File: config.mk
export PLATFORM = sky130hd
export DESIGN_NAME = tpd_isqrt
export DESIGN_NICKNAME = d
export VERILOG_FILES = /design/src/rtl/tpd_isqrt.sv
export SDC_FILE = /design/constraint.sdc
export NUM_CORES = 1
export LEC_CHECK = 0
export BUFFER_PORTS_ARGS = -buffer_cell sky130_fd_sc_hd__buf_2
export CORE_MARGIN = 2
export CORE_UTILIZATION = 35
export CTS_BUF_LIST = sky130_fd_sc_hd__clkbuf_4
export DETAILED_ROUTE_END_ITERATION = 12
export GPL_TIMING_DRIVEN = 0
export PLACE_DENSITY_LB_ADDON = 0.1
export RECOVER_POWER = 50
export SLEW_MARGIN = 20
export SYNTH_ARGS = -nofsm -noshare
export SYNTH_HDL_FRONTEND = slang
export SYNTH_SLANG_ARGS = --single-unit
File: constraint.sdc
create_clock -name clk -period 7.8 [get_ports clk]
set_clock_uncertainty 0.15 [all_clocks]
set_input_delay 0.78 -clock clk [delete_from_list [all_inputs] [get_ports clk]]
set_output_delay 0.78 -clock clk [all_outputs]
set_load 0.005 [all_outputs]
File: src/rtl/tpd_isqrt.sv
`default_nettype none
module tpd_isqrt #(
	parameter int IN_W = 31
) (
	input  wire logic                clk,
	input  wire logic [IN_W-1:0]     value,
	output logic      [(IN_W+1)/2-1:0] root
);
	localparam int NS = (IN_W+1)/2;
	localparam int EW = 2*NS;
	localparam int RMW = NS+2;

	logic [RMW-1:0] rem_s  [1:NS];
	logic [NS-1:0]  root_s [1:NS];
	logic [EW-1:0]  lo_s   [1:NS];

	logic [EW-1:0]  pad_w;
	logic [RMW-1:0] t0_w;
	logic           ge0_w;
	always_comb begin
		pad_w = EW'(value);
		t0_w  = RMW'(pad_w[EW-1:EW-2]);
		ge0_w = (t0_w >= RMW'(1));
	end
	always_ff @(posedge clk) begin
		rem_s[1]  <= ge0_w ? t0_w - RMW'(1) : t0_w;
		root_s[1] <= NS'(ge0_w);
		lo_s[1]   <= pad_w << 2;
	end

	// one result bit per stage
	for (genvar k = 2; k <= NS; k++) begin : g_sq
		logic [RMW-1:0] t_w, trial_w;
		logic           ge_w;
		always_comb begin
			t_w     = {rem_s[k-1][RMW-3:0], lo_s[k-1][EW-1:EW-2]};
			trial_w = {root_s[k-1], 2'b01};
			ge_w    = (t_w >= trial_w);
		end
		always_ff @(posedge clk) begin
			rem_s[k]  <= ge_w ? t_w - trial_w : t_w;
			root_s[k] <= {root_s[k-1][NS-2:0], ge_w};
			lo_s[k]   <= lo_s[k-1] << 2;
		end
	end

	assign root = root_s[NS];

endmodule
`default_nettype wire

After elaboration in Yosys (flattened, before gate mapping)
Memory sizes are Yosys's and may differ from the RTL's.
Cells that the tools add are included.
Word-level totals
  word-level logic and storage cells: 51
  bits in registers: 0
  memories: 3
  output and inout port bits: 16
  memory bits (writable): 1024
Memory list
  lo_s: depth 16, bits a word 30, rd ports 15, clocked after Yosys merged registers in 0, wr ports 16, RTL line 15  | logic [EW-1:0] lo_s [1:NS];
  rem_s: depth 16, bits a word 18, rd ports 15, clocked after Yosys merged registers in 0, wr ports 16, RTL line 13  | logic [RMW-1:0] rem_s [1:NS];
  root_s: depth 16, bits a word 16, rd ports 16, clocked after Yosys merged registers in 0, wr ports 16, RTL line 14  | logic [NS-1:0] root_s [1:NS];
Cells by class
  magnitude comparators: 16
  add/subtract/negate cells: 16
  mux-type cells: 16
Operator list (count)
  18-bit two-way mux: 16
  18-bit >= comparator: 15
  18-bit subtractor: 15
  1-bit by 1-bit subtractor with 2-bit output, second input constant: 1
  1-bit >= comparator, second input constant: 1

Depth between registers and ports, before layout
An unclocked memory read counts as a cell.
  word-level depth: 3
  depth in mapped cells: 11
  mapped depth without buffers: 9

Least setup slack after synthesis
OpenSTA, ideal clock, no wires.
  path kind: register to register
  start: register root_s[0][224] (netlist name)
  end: register rem_s[0][279] (netlist name)
  buffers on the path: 1
  slack: 5.093 ns
  stages on the path, launching flop included: 11
  data arrival time: 2.437 ns
  path through: dfxtp_1 > inv_1 > ha_1 > nor2b_1 > o31a_1 > o2111ai_1 > and4bb_2 > a21oi_1 > o31ai_4 > buf_6 > mux2_2

==> reports/qor.yml <==
status:
  status: "complete, no violations"
global_route:
  antenna_found_initial: 2
  overflow: 0
  grt_first_pass_wirelength_um: 67500
  grt_pass1_vias: 14265
  grt_use_total_pct: 13.3
  grt_max_degree: 17
timing:
  worst-slew-pin-transition_ps: 877
  post-route-min-period_ps: 3500
  setup_viol: 0
  slew_viol_final: 0
  hold_viol_final: 0
  rsz0062_at_grt: "false"
  fin_crit_sh_pct: 44.8
  slew-limit-headroom_pct: 41.0
  hold_slack_ps: 158
  fin_setup_tns_ps: 0
  max_freq_ghz: 0.286
  worst_slack_ps: 4300
floorplanning:
  std_cell_rows: 90
  die_h_um: 250
  core_um2: 60000
  ios: 48
  die_w_um: 250
  start_util_pct: 35.2
  die-area_um2: 62400
synthesis:
  syn_area_um2: 21200
  async_flop_share_pct: 0
  synth_cell_types: 75
  yosys_warnings: 0
  synth_commonest_cells: "dfxtp_1, inv_1, ha_1, nor2_1, a21oi_1"
  synthCells: 1961
  synthTopCellsByArea: "dfxtp_1, ha_1, xnor2_1, inv_1, mux2_2"
  yosysMostFrequentCell: "dfxtp_1"
  synth-edff-count: 0
  avgSynthCellArea_um2: 10.8
  synth_top_area_share_pct: 56.2
  ys.flop_type: "dfxtp_1"
  seq_area_frac_synth_pct: 56.2
  synth-seq-cells: 594
  synth_top_cell_by_area: "dfxtp_1"
  syn-num-nets: 2143
cells_and_area:
  area_growth_pct: 16.1
  layout.nets: 2377
  drive_gt1_share_pct: 15.9
  final-instance-count-excl-fill: 3079
drt:
  dr.pass1.iters: 5
  drc: 0
  ant_nets: 0
  drt-initial-drc-count: 636
  vias: 13914
  wire_per_inst_um: 12.9
  viasPerCell: 4.52
  routed_wl_um: 39800
pwr:
  ir_worst_vdd_mv: 0.125
  powerDensity_nw_per_um2: 341
  power_leakage_nw: 11.6
  total_power_mw: 8.38
clocking:
  cts_hold_buf: 31
  cts_root_buf: "clkbuf_4"
  cts.path.max_buffers: 3
  clock-sinks: 594
  cts_buffers: 154
  cts_tree: "done"
  htreeDepth: 4
  post_cts_resized: 0
  clk_latency_ps: 940
  path_clk_slew_ps: 60
  cts_setup_buffers: 0
critical_path:
  cp_max_fo: 10
  rrSetupSlack_ps: 4300
  arrival_ps: 4130
  end_kind: "register"
  critical_path_required_ps: 8440
  path_class: "reg2reg"
  start_kind: "register"
placement:
  dp_slack_ps: 4430
  placed_cells: 2790
  portBuffers: 47
  dp_hpwl_um: 29300
  place_congestion: 0.855
hold_path:
  min_path_type: "reg2reg"
flow_run:
  maxCapViolCount: 0
-- flip-flops by register name (all words and copies together) (netlist names) --
register	cells
root_s	136
lo_s	240
rem_s	218
-- where the power goes --
group / switching [mW] / internal [mW] / total (mW)
combinational: 0.981 / 0.960 / 1.94
clock: 1.21 / 1.31 / 2.51
sequential: 0.323 / 3.60 / 3.92
-- final timing paths --
kind / from / end / depth (start not counted)
setup / recovery: root_s[0][176] / rem_s[0][227] / 9
hold / removal: lo_s[0][236] / lo_s[0][268] / 0
setup reg to reg: root_s[0][176] / rem_s[0][227] / 9
hold reg to reg: lo_s[0][236] / lo_s[0][268] / 0
-- through the flow --
step	area, µm²	util [%]
after detailed placement	22400	37.3
after global placement	22400	37.3
after floorplan	21200	-
after CTS	24600	40.9
final	24600	40.9
after global routing	24600	40.9
-- worst max-delay path, stage by stage, from the launching register on --
cell      delay [ps]
dfxtp_1          320
inv_1             40
ha_1             380
nor2b_1          190
o31ai_1          390
a21boi_0         320
o31ai_1          820
nand2_1          200
buf_2            260
mux2_2           290
-- layer usage --
| metal | routed length [µm] | vias up | track usage [%] |
|---|---|---|---|
| met3 | 1970 | 82 | 4.28 |
| met1 | 19100 | 6329 | 16.6 |
| met4 | 933 | 0 | 6.57 |
| met2 | 17900 | 251 | 20.8 |
| li1 | - | 7252 | - |
| met5 | 0 | - | 0 |
-- area by class of cell --
class / instances / area, µm²
buffer: 23 / 116
clock buffer: 214 / 1610
tap: 782 / 978
clock inverter: 42 / 267
antenna: 2 / 5.00
multi-input combinational: 1169 / 8490
fill: 5913 / 35500
sequential: 594 / 11900
timing repair buffer: 78 / 546
inverter: 175 / 657
-- layout by cell type (no fill, tap or decap), types with 23 or more instances in the layout --
| cell type | instances |
|---|---|
| mux2_2 | 54 |
| clkbuf_4 | 214 |
| nor3_1 | 41 |
| buf_2 | 50 |
| o21a_1 | 41 |
| nand2b_1 | 28 |
| nor2_1 | 128 |
| inv_1 | 175 |
| xor2_1 | 60 |
| o21ai_0 | 75 |
| a21oi_1 | 116 |
| dfxtp_1 | 594 |
| or3_1 | 23 |
| ha_1 | 150 |
| nor2b_1 | 25 |
| nand2_1 | 83 |
| xnor2_1 | 95 |
| dlygate4sd3_1 | 31 |
-- logic make-up (layout without fill, tap and decap cells) --
family / Yosys count / in the layout / synth area share (%)
AOI/OAI and AO/OA: 359 / 359 / 11.0
xor gates and xnor gates: 155 / 155 / 6.42
adders and majority gates: 150 / 150 / 8.87
buffers and inverters: 198 / 532 / 3.66
DFF: 594 / 594 / 56.2
muxes: 62 / 62 / 3.28
other: 1 / 3 / 0.0177
and+or+nand+nor: 442 / 442 / 10.6
Power figures use the tool's default switching activity.
